==> config.mk <==
export PLATFORM = sky130hd
export DESIGN_NAME = text_byte_statistics
export DESIGN_NICKNAME = d
export VERILOG_FILES = /design/src/hw/rtl/tbs_pkg.sv /design/src/hw/rtl/tbs_front.sv /design/src/hw/rtl/tbs_queue.sv /design/src/hw/rtl/tbs_back.sv /design/src/hw/rtl/text_byte_statistics.sv
export SDC_FILE = /design/constraint.sdc
export NUM_CORES = 1
export LEC_CHECK = 0
export BUFFER_PORTS_ARGS = -buffer_cell sky130_fd_sc_hd__buf_2
export CAP_MARGIN = 5
export CORE_MARGIN = 5
export CORE_UTILIZATION = 24
export DETAILED_ROUTE_END_ITERATION = 10
export PLACE_DENSITY = 0.44
export SYNTH_ARGS = -nofsm -noshare
export SYNTH_HDL_FRONTEND = slang
export SYNTH_SLANG_ARGS = --single-unit
==> constraint.sdc <==
create_clock -name i_clk -period 25.5 [get_ports i_clk]
set_clock_uncertainty 0.05 [all_clocks]
set_input_delay 5.1 -clock i_clk [delete_from_list [all_inputs] [get_ports i_clk]]
set_output_delay 5.1 -clock i_clk [all_outputs]
set_load 0.02 [all_outputs]
==> src/hw/rtl/tbs_pkg.sv <==
`timescale 1ns / 1ps

package tbs_pkg;

    // Width of every running counter; results are 32 bits wide.
    localparam int CNT_W   = 32;
    localparam int FIELD_W = 32;

    // Depth of the queue between the classifier and the counters.
    localparam int QDEPTH = 2;
    localparam int QPTR_W = (QDEPTH > 1) ? $clog2(QDEPTH) : 1;
    localparam int QCNT_W = $clog2(QDEPTH + 1);

    // Item kinds.
    localparam logic KIND_BYTE = 1'b0;
    localparam logic KIND_EOT  = 1'b1;

    // Byte codes the classifier looks for.
    localparam logic [7:0] CH_LF     = 8'h0A;
    localparam logic [7:0] CH_CR     = 8'h0D;
    localparam logic [7:0] CH_TAB    = 8'h09;
    localparam logic [7:0] CH_VT     = 8'h0B;
    localparam logic [7:0] CH_FF     = 8'h0C;
    localparam logic [7:0] CH_SPACE  = 8'h20;
    localparam logic [7:0] CH_LBRACE = 8'h7B;
    localparam logic [7:0] CH_RBRACE = 8'h7D;
    localparam logic [7:0] CH_LBRACK = 8'h5B;
    localparam logic [7:0] CH_RBRACK = 8'h5D;
    localparam logic [7:0] CH_QUOTE  = 8'h22;
    localparam logic [7:0] CH_ZERO   = 8'h30;
    localparam logic [7:0] CH_NINE   = 8'h39;
    localparam logic [7:0] CH_UPPER_A = 8'h41;
    localparam logic [7:0] CH_UPPER_Z = 8'h5A;
    localparam logic [7:0] CH_LOWER_A = 8'h61;
    localparam logic [7:0] CH_LOWER_Z = 8'h7A;

    typedef logic [CNT_W-1:0]   t_cnt;
    typedef logic [FIELD_W-1:0] t_field;

    // One classified item as it travels from the front to the back.
    typedef struct packed {
        logic eot;
        logic is_nl;
        logic is_brace;
        logic is_bracket;
        logic is_quote;
        logic is_digit;
        logic is_symbol;
        logic is_control;
    } t_item;

    // Queue status seen by the back end.
    typedef struct packed {
        logic  empty;
        t_item item;
    } t_q_head;

    // Saturating increment.
    function automatic t_cnt sat_inc(input t_cnt v);
        return (v == {CNT_W{1'b1}}) ? v : v + t_cnt'(1);
    endfunction

    // Fit a counter into a result field, clamping values that are too wide.
    function automatic t_field to_field(input t_cnt v);
        logic [CNT_W+FIELD_W-1:0] wide;
        wide = {{FIELD_W{1'b0}}, v};
        if (wide[CNT_W+FIELD_W-1:FIELD_W] != '0) begin
            return {FIELD_W{1'b1}};
        end
        return wide[FIELD_W-1:0];
    endfunction

endpackage

==> src/hw/rtl/tbs_front.sv <==
`timescale 1ns / 1ps

module tbs_front (
    input  logic          i_kind,
    input  logic [7:0]    i_data_byte,
    output tbs_pkg::t_item o_item
);

    logic is_alnum;
    logic is_space;

    // Byte class decode.
    always_comb begin
        is_alnum = (i_data_byte inside {[tbs_pkg::CH_ZERO:tbs_pkg::CH_NINE],
                                        [tbs_pkg::CH_UPPER_A:tbs_pkg::CH_UPPER_Z],
                                        [tbs_pkg::CH_LOWER_A:tbs_pkg::CH_LOWER_Z]});
        is_space = (i_data_byte inside {tbs_pkg::CH_SPACE,
                                        [tbs_pkg::CH_TAB:tbs_pkg::CH_CR]});

        o_item.eot        = (i_kind == tbs_pkg::KIND_EOT);
        o_item.is_nl      = (i_data_byte == tbs_pkg::CH_LF);
        o_item.is_brace   = (i_data_byte inside {tbs_pkg::CH_LBRACE, tbs_pkg::CH_RBRACE});
        o_item.is_bracket = (i_data_byte inside {tbs_pkg::CH_LBRACK, tbs_pkg::CH_RBRACK});
        o_item.is_quote   = (i_data_byte == tbs_pkg::CH_QUOTE);
        o_item.is_digit   = (i_data_byte inside {[tbs_pkg::CH_ZERO:tbs_pkg::CH_NINE]});
        o_item.is_symbol  = !is_alnum && !is_space;
        o_item.is_control = (i_data_byte < tbs_pkg::CH_SPACE) &&
                            !(i_data_byte inside {tbs_pkg::CH_LF, tbs_pkg::CH_CR,
                                                  tbs_pkg::CH_TAB});
    end

endmodule

==> src/hw/rtl/tbs_queue.sv <==
`timescale 1ns / 1ps

module tbs_queue (
    input  logic              i_clk,
    input  logic              i_rst_n,
    input  logic              i_wr,
    input  tbs_pkg::t_item    i_item,
    output logic              o_full,
    input  logic              i_rd,
    output tbs_pkg::t_q_head  o_head
);

    tbs_pkg::t_item                 r_mem [tbs_pkg::QDEPTH];
    logic [tbs_pkg::QPTR_W-1:0]     r_wr_ptr;
    logic [tbs_pkg::QPTR_W-1:0]     r_rd_ptr;
    logic [tbs_pkg::QCNT_W-1:0]     r_count;
    logic [tbs_pkg::QPTR_W-1:0]     n_wr_ptr;
    logic [tbs_pkg::QPTR_W-1:0]     n_rd_ptr;
    logic [tbs_pkg::QCNT_W-1:0]     n_count;
    logic                           wr_en;
    logic                           rd_en;

    assign o_full       = (r_count == tbs_pkg::QCNT_W'(tbs_pkg::QDEPTH));
    assign o_head.empty = (r_count == '0);
    assign o_head.item  = r_mem[r_rd_ptr];

    assign wr_en = i_wr && !o_full;
    assign rd_en = i_rd && !o_head.empty;

    // Pointer and fill bookkeeping; pointers wrap at the queue depth.
    always_comb begin
        n_wr_ptr = r_wr_ptr;
        n_rd_ptr = r_rd_ptr;
        if (wr_en) begin
            n_wr_ptr = (r_wr_ptr == tbs_pkg::QPTR_W'(tbs_pkg::QDEPTH - 1)) ?
                       '0 : r_wr_ptr + tbs_pkg::QPTR_W'(1);
        end
        if (rd_en) begin
            n_rd_ptr = (r_rd_ptr == tbs_pkg::QPTR_W'(tbs_pkg::QDEPTH - 1)) ?
                       '0 : r_rd_ptr + tbs_pkg::QPTR_W'(1);
        end
        n_count = r_count + tbs_pkg::QCNT_W'(wr_en) - tbs_pkg::QCNT_W'(rd_en);
    end

    always_ff @(posedge i_clk) begin
        if (!i_rst_n) begin
            r_wr_ptr <= '0;
            r_rd_ptr <= '0;
            r_count  <= '0;
        end else begin
            r_wr_ptr <= n_wr_ptr;
            r_rd_ptr <= n_rd_ptr;
            r_count  <= n_count;
        end
    end

    // Storage for queued items.
    always_ff @(posedge i_clk) begin
        if (wr_en) begin
            r_mem[r_wr_ptr] <= i_item;
        end
    end

    a_count_bound: assert property (@(posedge i_clk) disable iff (!i_rst_n)
        r_count <= tbs_pkg::QCNT_W'(tbs_pkg::QDEPTH))
        else $error("queue fill count beyond depth");

    a_count_track: assert property (@(posedge i_clk) disable iff (!i_rst_n)
        (wr_en && !rd_en) |=> (r_count == $past(r_count) + tbs_pkg::QCNT_W'(1)))
        else $error("queue fill count did not follow a write");

endmodule

==> src/hw/rtl/tbs_back.sv <==
`timescale 1ns / 1ps

module tbs_back (
    input  logic                 i_clk,
    input  logic                 i_rst_n,
    input  tbs_pkg::t_q_head     i_head,
    output logic                 o_q_rd,
    input  logic                 i_pop,
    output logic                 o_empty,
    output tbs_pkg::t_field      o_byte_count,
    output tbs_pkg::t_field      o_line_count,
    output tbs_pkg::t_field      o_brace_count,
    output tbs_pkg::t_field      o_bracket_count,
    output tbs_pkg::t_field      o_quote_count,
    output tbs_pkg::t_field      o_digit_count,
    output tbs_pkg::t_field      o_symbol_count,
    output tbs_pkg::t_field      o_control_count,
    output tbs_pkg::t_field      o_longest_line
);

    tbs_pkg::t_cnt   r_bytes, r_newlines, r_braces, r_brackets, r_quotes;
    tbs_pkg::t_cnt   r_digits, r_symbols, r_controls, r_run_len, r_longest;
    tbs_pkg::t_field r_byte_count, r_line_count, r_brace_count, r_bracket_count;
    tbs_pkg::t_field r_quote_count, r_digit_count, r_symbol_count, r_control_count;
    tbs_pkg::t_field r_longest_line;
    tbs_pkg::t_cnt   longest_now;
    tbs_pkg::t_cnt   lines_now;
    logic            r_out_valid;
    logic            slot_free;
    logic            take_byte;
    logic            take_eot;

    assign o_empty   = !r_out_valid;
    assign slot_free = !r_out_valid || i_pop;
    assign o_q_rd    = !i_head.empty && (!i_head.item.eot || slot_free);
    assign take_byte = o_q_rd && !i_head.item.eot;
    assign take_eot  = o_q_rd && i_head.item.eot;

    // Final line and longest-line figures for an end-of-text transfer.
    assign longest_now = (r_run_len > r_longest) ? r_run_len : r_longest;
    assign lines_now   = (r_bytes == '0) ? '0 : tbs_pkg::sat_inc(r_newlines);

    // Result register drives the result ports.
    assign o_byte_count    = r_byte_count;
    assign o_line_count    = r_line_count;
    assign o_brace_count   = r_brace_count;
    assign o_bracket_count = r_bracket_count;
    assign o_quote_count   = r_quote_count;
    assign o_digit_count   = r_digit_count;
    assign o_symbol_count  = r_symbol_count;
    assign o_control_count = r_control_count;
    assign o_longest_line  = r_longest_line;

    // Running counters: a byte updates them, end of text clears them.
    always_ff @(posedge i_clk) begin
        if (!i_rst_n || take_eot) begin
            r_bytes    <= '0;
            r_newlines <= '0;
            r_braces   <= '0;
            r_brackets <= '0;
            r_quotes   <= '0;
            r_digits   <= '0;
            r_symbols  <= '0;
            r_controls <= '0;
            r_run_len  <= '0;
            r_longest  <= '0;
        end else if (take_byte) begin
            r_bytes <= tbs_pkg::sat_inc(r_bytes);
            if (i_head.item.is_nl) begin
                r_newlines <= tbs_pkg::sat_inc(r_newlines);
                r_longest  <= longest_now;
                r_run_len  <= '0;
            end else begin
                r_run_len <= tbs_pkg::sat_inc(r_run_len);
            end
            if (i_head.item.is_brace) begin
                r_braces <= tbs_pkg::sat_inc(r_braces);
            end
            if (i_head.item.is_bracket) begin
                r_brackets <= tbs_pkg::sat_inc(r_brackets);
            end
            if (i_head.item.is_quote) begin
                r_quotes <= tbs_pkg::sat_inc(r_quotes);
            end
            if (i_head.item.is_digit) begin
                r_digits <= tbs_pkg::sat_inc(r_digits);
            end
            if (i_head.item.is_symbol) begin
                r_symbols <= tbs_pkg::sat_inc(r_symbols);
            end
            if (i_head.item.is_control) begin
                r_controls <= tbs_pkg::sat_inc(r_controls);
            end
        end
    end

    // Result slot valid flag.
    always_ff @(posedge i_clk) begin
        if (!i_rst_n) begin
            r_out_valid <= 1'b0;
        end else if (take_eot) begin
            r_out_valid <= 1'b1;
        end else if (i_pop) begin
            r_out_valid <= 1'b0;
        end
    end

    // Result payload, loaded when end of text reaches the counters.
    always_ff @(posedge i_clk) begin
        if (take_eot) begin
            r_byte_count    <= tbs_pkg::to_field(r_bytes);
            r_line_count    <= tbs_pkg::to_field(lines_now);
            r_brace_count   <= tbs_pkg::to_field(r_braces);
            r_bracket_count <= tbs_pkg::to_field(r_brackets);
            r_quote_count   <= tbs_pkg::to_field(r_quotes);
            r_digit_count   <= tbs_pkg::to_field(r_digits);
            r_symbol_count  <= tbs_pkg::to_field(r_symbols);
            r_control_count <= tbs_pkg::to_field(r_controls);
            r_longest_line  <= tbs_pkg::to_field(longest_now);
        end
    end

    a_eot_fills_slot: assert property (@(posedge i_clk) disable iff (!i_rst_n)
        take_eot |=> r_out_valid)
        else $error("end of text did not produce a result");

    a_eot_clears: assert property (@(posedge i_clk) disable iff (!i_rst_n)
        take_eot |=> (r_bytes == '0 && r_run_len == '0 && r_longest == '0))
        else $error("counters not cleared after end of text");

    a_no_overwrite: assert property (@(posedge i_clk) disable iff (!i_rst_n)
        take_eot |-> (!r_out_valid || i_pop))
        else $error("result slot overwritten before transfer");

    a_line_bound: assert property (@(posedge i_clk) disable iff (!i_rst_n)
        r_longest <= r_bytes)
        else $error("longest line exceeds byte count");

endmodule

==> src/hw/rtl/text_byte_statistics.sv <==
`timescale 1ns / 1ps
// Path: the queue holds each item until the counters take it from the queue head;
// an end-of-text item loads the result register, which drives the outputs.
// Throughput: one item per cycle; the counter stage takes one item per cycle
// and holds an end-of-text item only while the result register is occupied.
// Reset (synchronous, active low) clears the queue, all counters and the result slot.
module text_byte_statistics (
    input  logic                 i_clk,
    input  logic                 i_rst_n,
    input  logic                 push,
    output logic                 full,
    input  logic                 i_kind,
    input  logic [7:0]           i_data_byte,
    input  logic                 pop,
    output logic                 empty,
    output tbs_pkg::t_field      o_byte_count,
    output tbs_pkg::t_field      o_line_count,
    output tbs_pkg::t_field      o_brace_count,
    output tbs_pkg::t_field      o_bracket_count,
    output tbs_pkg::t_field      o_quote_count,
    output tbs_pkg::t_field      o_digit_count,
    output tbs_pkg::t_field      o_symbol_count,
    output tbs_pkg::t_field      o_control_count,
    output tbs_pkg::t_field      o_longest_line
);

    tbs_pkg::t_item   front_item;
    tbs_pkg::t_q_head q_head;
    logic             q_rd;

    // Classifier on the input side.
    tbs_front u_front (
        .i_kind      (i_kind),
        .i_data_byte (i_data_byte),
        .o_item      (front_item)
    );

    // Decoupling queue.
    tbs_queue u_queue (
        .i_clk   (i_clk),
        .i_rst_n (i_rst_n),
        .i_wr    (push),
        .i_item  (front_item),
        .o_full  (full),
        .i_rd    (q_rd),
        .o_head  (q_head)
    );

    // Counters and result register.
    tbs_back u_back (
        .i_clk           (i_clk),
        .i_rst_n         (i_rst_n),
        .i_head          (q_head),
        .o_q_rd          (q_rd),
        .i_pop           (pop),
        .o_empty         (empty),
        .o_byte_count    (o_byte_count),
        .o_line_count    (o_line_count),
        .o_brace_count   (o_brace_count),
        .o_bracket_count (o_bracket_count),
        .o_quote_count   (o_quote_count),
        .o_digit_count   (o_digit_count),
        .o_symbol_count  (o_symbol_count),
        .o_control_count (o_control_count),
        .o_longest_line  (o_longest_line)
    );

endmodule

== Word level (Yosys, flattened, before mapping) ==
Memory sizes are Yosys's and may differ from the RTL's. A register that Yosys moved wholly into a read port is not among the register bits.
Cells that the tools add are included.

* Add/subtract/negate cells: 13
* Magnitude comparators: 10
* Equality and inequality tests: 20
* Muxes and demuxes: 12
* Bitwise logic cells: 7
* Reductions and logical operators: 39

{| class="wikitable"
|+ Operator list
! cell !! number
|-
| $add 32x1->32 const B || 9
|-
| $eq 32x32->1 const B || 9
|-
| $mux 32 || 4
|-
| $eq 8x7->1 const B || 4
|-
| $gt 32x32->1 || 1
|-
| $logic_not 32->1 || 1
|-
| $eq 8x4->1 const B || 3
|-
| $reduce_and 3->1 || 6
|-
| $eq 8x6->1 const B || 2
|-
| $ge 8x7->1 const B || 2
|-
| $le 8x7->1 const B || 2
|-
| $logic_and 1x1->1 || 11
|-
| $ge 8x4->1 const B || 1
|-
| $ge 8x6->1 const B || 1
|-
| $le 8x4->1 const B || 1
|-
| $le 8x6->1 const B || 1
|-
| $logic_not 1->1 || 8
|-
| $lt 8x6->1 const B || 1
|-
| $mux 1 || 8
|-
| $reduce_bool 2->1 || 4
|-
| $not 1->1 || 7
|-
| $reduce_and 2->1 || 3
|-
| $reduce_bool 3->1 || 2
|-
| $logic_or 1x1->1 || 3
|-
| 6 further kinds || 7
|}

* Bits in registers: 613
* Memory bits (writable): 16
* Bits of input ports: 13
* Output and inout bits: 290
* Memories kept: 1

{| class="wikitable"
|+ Memories
! name !! depth !! bits a word !! read ports !! clocked after Yosys merged registers in !! wr ports !! line !! text
|-
| u_queue.r_mem || 2 || 8 || 1 || 1 || 1 || tbs_queue.sv:13 || <nowiki>tbs_pkg::t_item r_mem [tbs_pkg::QDEPTH];</nowiki>
|}

== Logic depth before layout (Yosys ltp) ==
Gate-level depths: netlist of the first run.

* Depth in word-level cells: 7
* Gate-level depth with buffers: 10
* Depth with buffers taken out: 8

== By module ==
A second synthesis of the first run with hierarchy kept.

* Cells, all modules: 2423
* Area total of the unflattened synthesis: 26437.9 um^2

{| class="wikitable"
|+ By module, submodules not included
! module !! times used !! cells each !! area each (um^2) !! sequential area each (um^2)
|-
| tbs_back || 1 || 2330 || 25384.3 || 15074.5
|-
| tbs_queue || 1 || 52 || 812.0 || 580.6
|-
| tbs_front || 1 || 41 || 241.5 || 0.0
|}

== Worst setup path before layout of the first run ==
No wires, ideal clock.

* Path type: input port to flip-flop
* From: input pop
* To: register u_back.r_bytes[26]
* Arrival time: 26.730 ns
* Data required time: 25.322 ns
* Slack: -1.408 ns
* Stages on the path: 7
* Buffers on the path: 3
* Cells stage by stage: nor2b_1 nor3_1 nand2b_1 buf_2 clkbuf_1 clkbuf_1 nor2_1

* Word-level cells in the longest chain between the ends: 5
* Elaborated cells between the ends (all ways): 7

{| class="wikitable"
|+ Ends and longest elaborated chain
! item !! line !! text
|-
| start, declared || text_byte_statistics.sv:14 || <nowiki>input logic pop,</nowiki>
|-
| $logic_or 1x1->1 || tbs_back.sv:34 || <nowiki>assign slot_free = !r_out_valid || i_pop;</nowiki>
|-
| $logic_or 1x1->1 || tbs_back.sv:35 || <nowiki>assign o_q_rd = !i_head.empty && (!i_head.item.eot || slot_free);</nowiki>
|-
| $logic_and 1x1->1 || tbs_back.sv:35 ||
|-
| $logic_and 1x1->1 || tbs_back.sv:37 || <nowiki>assign take_eot = o_q_rd && i_head.item.eot;</nowiki>
|-
| via u_back.take_eot || tbs_back.sv:31 || <nowiki>logic take_eot;</nowiki>
|-
| $logic_or 1x1->1 || tbs_back.sv:56 || <nowiki>if (!i_rst_n || take_eot) begin</nowiki>
|-
| end signal, assigned || tbs_back.sv:68 || <nowiki>r_bytes <= tbs_pkg::sat_inc(r_bytes);</nowiki>
|-
| end, declared || tbs_back.sv:21 || <nowiki>tbs_pkg::t_cnt r_bytes, r_newlines, r_braces, r_brackets, r_quotes;</nowiki>
|}

The timed path passes the listed nets, and every way through them passes these cells.
A chain may end at the register's enable or synchronous reset.

== Worst setup path after layout of the first run ==
* From: input pop
* To: register u_back.r_control_count[6] (netlist: u_back.o_control_count[6]) (enable)

* Word-level cells in the longest chain between the ends: 4

{| class="wikitable"
|+ Ends and longest elaborated chain
! item !! line !! text
|-
| $logic_or 1x1->1 || tbs_back.sv:34 ||
|-
| $logic_or 1x1->1 || tbs_back.sv:35 ||
|-
| $logic_and 1x1->1 || tbs_back.sv:35 ||
|-
| $logic_and 1x1->1 || tbs_back.sv:37 ||
|-
| via u_back.take_eot || tbs_back.sv:31 ||
|-
| end signal, assigned || tbs_back.sv:118 || <nowiki>r_control_count <= tbs_pkg::to_field(r_controls);</nowiki>
|-
| end, declared || tbs_back.sv:24 || <nowiki>tbs_pkg::t_field r_quote_count, r_digit_count, r_symbol_count, r_control_count;</nowiki>
|}

The timed path passes the listed nets, and every way through them passes these cells.

==> flow_metrics.tcl, run 1 <==
set metrics [dict create \
    status "finished, final reports clean" \
    crit_top_cell "buf_4" \
    max-vdd-ir-drop_mv 0.0598 \
    wl_um 74200 \
    worstHoldPathType "register to register" \
    cp_cell_sequence "buf_2, nor2b_1, nor3_4, buf_4, buf_4, buf_4" \
    grt_overflow 0 \
    ys.flop_type "dfxtp_1" \
    row_count 122 \
    worst_slew_pin_slew_ns 1.15 \
    hold_end "u_back.r_longest[20]" \
    finalNetCount 2800 \
    fillers 11600 \
    initial_core_util 0.241 \
    cp_data_required_time_ns 25.69 \
    final.min_clock_period_ns 7.42 \
    synth_cells 2438 \
    synth-edff-count 304 \
    numCtsBuffers 75 \
    synth.distinct_cells 63 \
    end_kind "register" \
    hold_depth 2 \
    gp_congestion 0.745 \
    multiInputGateArea_sq_um 10400 \
    r2r-end "u_back.o_control_count[6]" \
    syn_nets 2495 \
    cts_max_level 3 \
    die_area_sq_um 118000 \
    r2r_setup_slack_ns 21.52 \
    synth_area_sq_um 26600 \
    clk_pin_slew_worst_paths_ns 0.06 \
    p_leak_nw 11.3 \
    grt_max_degree 89 \
    core-area_sq_um 111000 \
    postSynth.asyncResetShare 0 \
    cp_top_family "buffers and inverters" \
    ios 303 \
    register_area_sq_um 15700 \
    hold_start "u_back.r_longest[20]" \
    hpwlAfterDp_um 51100 \
    final_core_util 0.295 \
    slew_viol_final 0 \
    clockBufferDepth 3 \
    reg2regPathDepth 5 \
    io_buffers 302 \
    area_growth_syn_to_layout_pct 22.3 \
    antenna_found_initial 2 \
    synth_seq_area_share 0.588 \
    avgSynthCellArea_sq_um 10.9 \
    slew-limit-headroom 0.223 \
    postCtsHoldBufs 0 \
    die_w_um 343 \
    synth_warnings 0 \
    cts.sinks 630 \
    grt_pass1_vias 18400 \
    critPathMaxStageDelay_ns 0.79 \
    die_y_um 343 \
    first_pass_iters 5 \
    vias 18900 \
    antenna_left 0 \
    drc 0 \
    crit_slowest_cell "buf_4" \
    via_per_inst 4.39 \
    cts_resized 0 \
    clock_tree.root_cell "clkbuf_16" \
    postCtsSetupBuffers 0 \
    setup_violations 0 \
    cts_tree "done" \
    grt_use_total 0.123 \
    rsz0062_at_grt "false" \
    start_kind "input pin" \
    fin_crit_sh 0.291 \
    timing.fmax_mhz 135 \
    p_per_area_nw_per_um2 92.1 \
    ys_ff_latch 630 \
    worst_ep_arrival_time_ns 7.61 \
    finalSetupTns_ns 0 \
    worstPathMaxFanout 67 \
    worstSetupPathType "input pin to register" \
    drt_iter0_markers 1089 \
    drive_gt1_frac 0.183 \
    grt_pass1_wl_um 113000 \
    clock_latency_ns 0.63 \
    critPathBufInv 4 \
    wl_per_cell_um 17.3 \
    hold_viol 0 \
    cap_violations 0 \
]
==> area by class of cell <==
| type | count | share of cell area |
|---|---|---|
| diodes | 2 | 0.000154 |
| flip-flops and latches | 630 | 0.480 |
| repair buffers | 325 | 0.0517 |
| well taps | 1488 | 0.0571 |
| inverters | 62 | 0.00714 |
| clock inverters | 46 | 0.0210 |
| clock buffers | 93 | 0.0631 |
| multi-input cells | 1649 | 0.319 |
==> worst register-to-register path, delay by kind of cell, from the launching register on <==
kind | cells | cell delay (ns)
flops | 1 | 0.74
simple gates | 1 | 0.26
buf+inv | 3 | 2.19
mux | 1 | 0.31
==> per-stage QoR <==
stage          std cells  cell area (sq um)  total power, mW  hold WS [ns]  worst slack, ns
2_1_floorplan       2438              26600             1.67         0.358             7.62
6_report            4295              32600             3.00         0.412            18.08
5_1_grt             4293              32600             3.14         0.411            17.88
3_5_place_dp        4154              29800             1.87         0.394            17.33
4_1_cts             4293              32600             3.07         0.408            18.01
3_3_place_gp        4154              29800             1.87         0.389            17.30
==> placed cells by master, fill, tap and decap left out, types with 77 or more instances in the layout <==
cell type  instances
nand4_1          108
xnor2_1          138
dfxtp_1          326
xor2_1           121
nor2_1           304
edfxtp_1         304
buf_2            302
nand3_1          101
nand2_1          193
clkbuf_16         77
==> Yosys cell counts (4+ instances only) <==
master     number  area share
nand2_1       193       0.027
and4_1         43       0.014
xor2_1        121       0.040
o211ai_1       20      0.0056
nor2b_1         5      0.0012
or4_1          15      0.0042
and2_1         17      0.0040
nor3b_1         8      0.0023
ha_1           44       0.021
nand4_1       108       0.025
nand3_1       101       0.019
nand4b_1        6      0.0020
mux2_2         34       0.014
nor4_2          4      0.0019
or3_1          50       0.012
o21a_1          4      0.0011
buf_1           6     0.00085
nor4b_1        12      0.0039
nor4_1         52       0.012
a31oi_1         6      0.0014
mux2i_1        44       0.017
o21ai_0        55       0.010
or2_2           4     0.00094
edfxtp_1      304        0.34
inv_1          62      0.0087
a211oi_1        8      0.0023
buf_2          30      0.0056
a21oi_1        75       0.014
clkbuf_1       58      0.0082
o2111ai_1       4      0.0013
nor2_1        306       0.043
and3_1         52       0.012
nor3_1         78       0.015
xnor2_1       138       0.045
nand2b_1        6      0.0014
dfxtp_1       326        0.25
==> power by group <==
group / internal [mW] / switching (mW) / total (mW)
combinational: 0.125 / 0.410 / 0.535
sequential: 1.23 / 0.0581 / 1.28
clock: 0.731 / 0.451 / 1.18
total: 2.08 / 0.919 / 3.00
==> layer usage <==
metal / vias to the layer above / GRT usage / wire length [um]
li1: 9440 / - / -
met5: - / 0 / 0
met2: 339 / 0.195 / 33500
met1: 8980 / 0.168 / 35200
met3: 104 / 0.0246 / 3550
met4: 0 / 0.0408 / 1860
==> worst max path at each step <==
stage          start                         to  slack, ns  depth (start not counted)
4_1_cts          pop  u_back.o_control_count[3]      18.01                          6
3_5_place_dp     pop  u_back.o_control_count[6]      17.33                          6
3_3_place_gp     pop  u_back.o_control_count[3]      17.30                          6
6_report         pop  u_back.o_control_count[6]      18.08                          6
5_1_grt          pop  u_back.o_control_count[3]      17.88                          6
2_1_floorplan    pop         u_back.r_bytes[26]       7.62                          7
==> logic make-up after synthesis <==
logic type               Yosys count  synth area share
AND/OR/NAND/NOR                 1070             0.206
flip-flops                       630             0.588
XOR/XNOR                         259            0.0852
AO/OA/AOI/OAI                    196            0.0440
buffers and inverters            159            0.0244
multiplexers                      80            0.0323
adder cells (fa/ha/maj)           44            0.0207
No activity file was read; power rests on OpenSTA's default activity.
==> run 2: changes to the inputs <==
==> constraint.sdc (replaced) <==
create_clock -name i_clk -period 6.45 [get_ports i_clk]
set_clock_uncertainty 0.05 [all_clocks]
set_input_delay 1.29 -clock i_clk [delete_from_list [all_inputs] [get_ports i_clk]]
set_output_delay 1.29 -clock i_clk [all_outputs]
set_load 0.02 [all_outputs]
==> flow_metrics.tcl, run 2 (synthesis results as in run 1) <==
set metrics [dict create \
    p_leak_nw 11.2 \
    initial_core_util 0.241 \
    max-vdd-ir-drop_mv 0.242 \
    worst_ep_arrival_time_ns 3.94 \
    cap_violations 0 \
    grt_pass1_wl_um 113000 \
    timing.fmax_mhz 276 \
    antenna_found_initial 2 \
    drive_gt1_frac 0.179 \
    die_area_sq_um 118000 \
    hold_start "u_back.r_symbols[31]" \
    first_pass_iters 4 \
    grt.busiest_layer "met2" \
    cp_data_required_time_ns 6.76 \
    p_per_area_nw_per_um2 355 \
    cts.sinks 630 \
    io_buffers 302 \
    numCtsBuffers 77 \
    ios 303 \
    clockBufferDepth 3 \
    setup_violations 0 \
    antenna_left 0 \
    gp_congestion 0.744 \
    reg2regPathDepth 9 \
    fin_crit_sh 0.562 \
    use_met1 0.165 \
    cts_tree "done" \
    vias 19000 \
    r2r-start "u_back.r_longest[31]" \
    cts_resized 0 \
    grt_use_total 0.122 \
    drt_iter0_markers 943 \
    status "finished, final reports clean" \
    core-area_sq_um 111000 \
    worst_slew_pin_slew_ns 1.04 \
    worstSetupPathType "register to register" \
    die_w_um 343 \
    worstHoldPathType "register to register" \
    postCtsSetupBuffers 0 \
    area_growth_syn_to_layout_pct 21.5 \
    slew-limit-headroom 0.286 \
    crit_start "u_back.r_longest[31]" \
    finalNetCount 2800 \
    grt_util_met3 0.0365 \
    slew_viol_final 0 \
    finalSetupTns_ns 0 \
    clock_latency_ns 0.63 \
    clk_pin_slew_worst_paths_ns 0.05 \
    end_kind "register" \
    clock_tree.root_cell "clkbuf_16" \
    die_y_um 343 \
    hpwlAfterDp_um 51000 \
    met2_usage 0.189 \
    hold_viol 0 \
    finalPower_mw 11.5 \
    final.min_clock_period_ns 3.63 \
    drc 0 \
    hold_depth 0 \
    start_kind "register" \
    worstPathMaxFanout 24 \
    via_per_inst 4.42 \
    postCtsHoldBufs 0 \
    grt_overflow 0 \
    cts_max_level 3 \
    wl_per_cell_um 17.2 \
    final_common_cell "dfxtp_1" \
    finalWorstSetupSlack_ns 2.82 \
    dp_worst_setup_slack_ns 2.57 \
    grt_pass1_vias 18500 \
    layout_common_cells "326 x dfxtp_1, 304 x nor2_1, 304 x edfxtp_1" \
    row_count 122 \
    diodes 0 \
    wl_um 74000 \
    grt_max_degree 141 \
    rsz0062_at_grt "false" \
    hold_ws_ns 0.376 \
]
## run 2: changes by cell type in the layout (fill, tap and decap cells not counted), moves of 3 or more
cell	previous run	this run
a21oi_1	74	70
buf_12	0	3
clkinv_4	6	1
buf_4	23	18
inv_6	1	4
clkbuf_1	9	18
clkinv_1	6	16
a21oi_2	0	4
bufinv_16	15	5
clkinv_8	4	1
## run 2: power breakdown
| group | total, mW | internal, mW | switching (mW) |
|---|---|---|---|
| clock network | 4.26 | 2.52 | 1.74 |
| logic | 2.16 | 0.513 | 1.64 |
| registers | 5.07 | 4.84 | 0.230 |
## run 2: worst paths after layout
kind / slack, ns / to
hold / removal: 0.38 / u_back.o_symbol_count[31]
hold reg to reg: 0.38 / u_back.o_symbol_count[31]
setup reg to reg: 2.82 / u_back.o_longest_line[10]
setup / recovery: 2.82 / u_back.o_longest_line[10]
## run 2: cell type report
type	instances	area, sq um
clock inverters	40	345
clock buffers	103	2130
flip-flops and latches	630	15700
multi-input cells	1649	10400
fillers	11600	78200
repair buffers	323	1710
well taps	1488	1860
inverters	62	233
## run 2: stage by stage
step / util / cells / area [sq um]
floorplan: - / 2438 / 26900
global placement: 0.270 / 4152 / 29900
detailed placement: 0.270 / 4152 / 29900
CTS: 0.293 / 4295 / 32400
global route: 0.293 / 4295 / 32400
finish: 0.293 / 4295 / 32400
## run 2: metal layers
layer | share of wire | vias up
met3 | 0.068 | 94
li1 | - | 9442
met5 | 0.00018 | -
met2 | 0.44 | 367
met4 | 0.021 | 2
met1 | 0.47 | 9087
## run 2: critical path, cell delays in order, from the launching register on
cell,delay (ns)
dfxtp_1,0.34
inv_1,0.05
ha_1,0.30
nand4_1,0.20
nor4_1,0.77
and3_1,0.28
a21oi_1,0.10
a31oi_4,0.43
buf_4,0.42
mux2_2,0.39
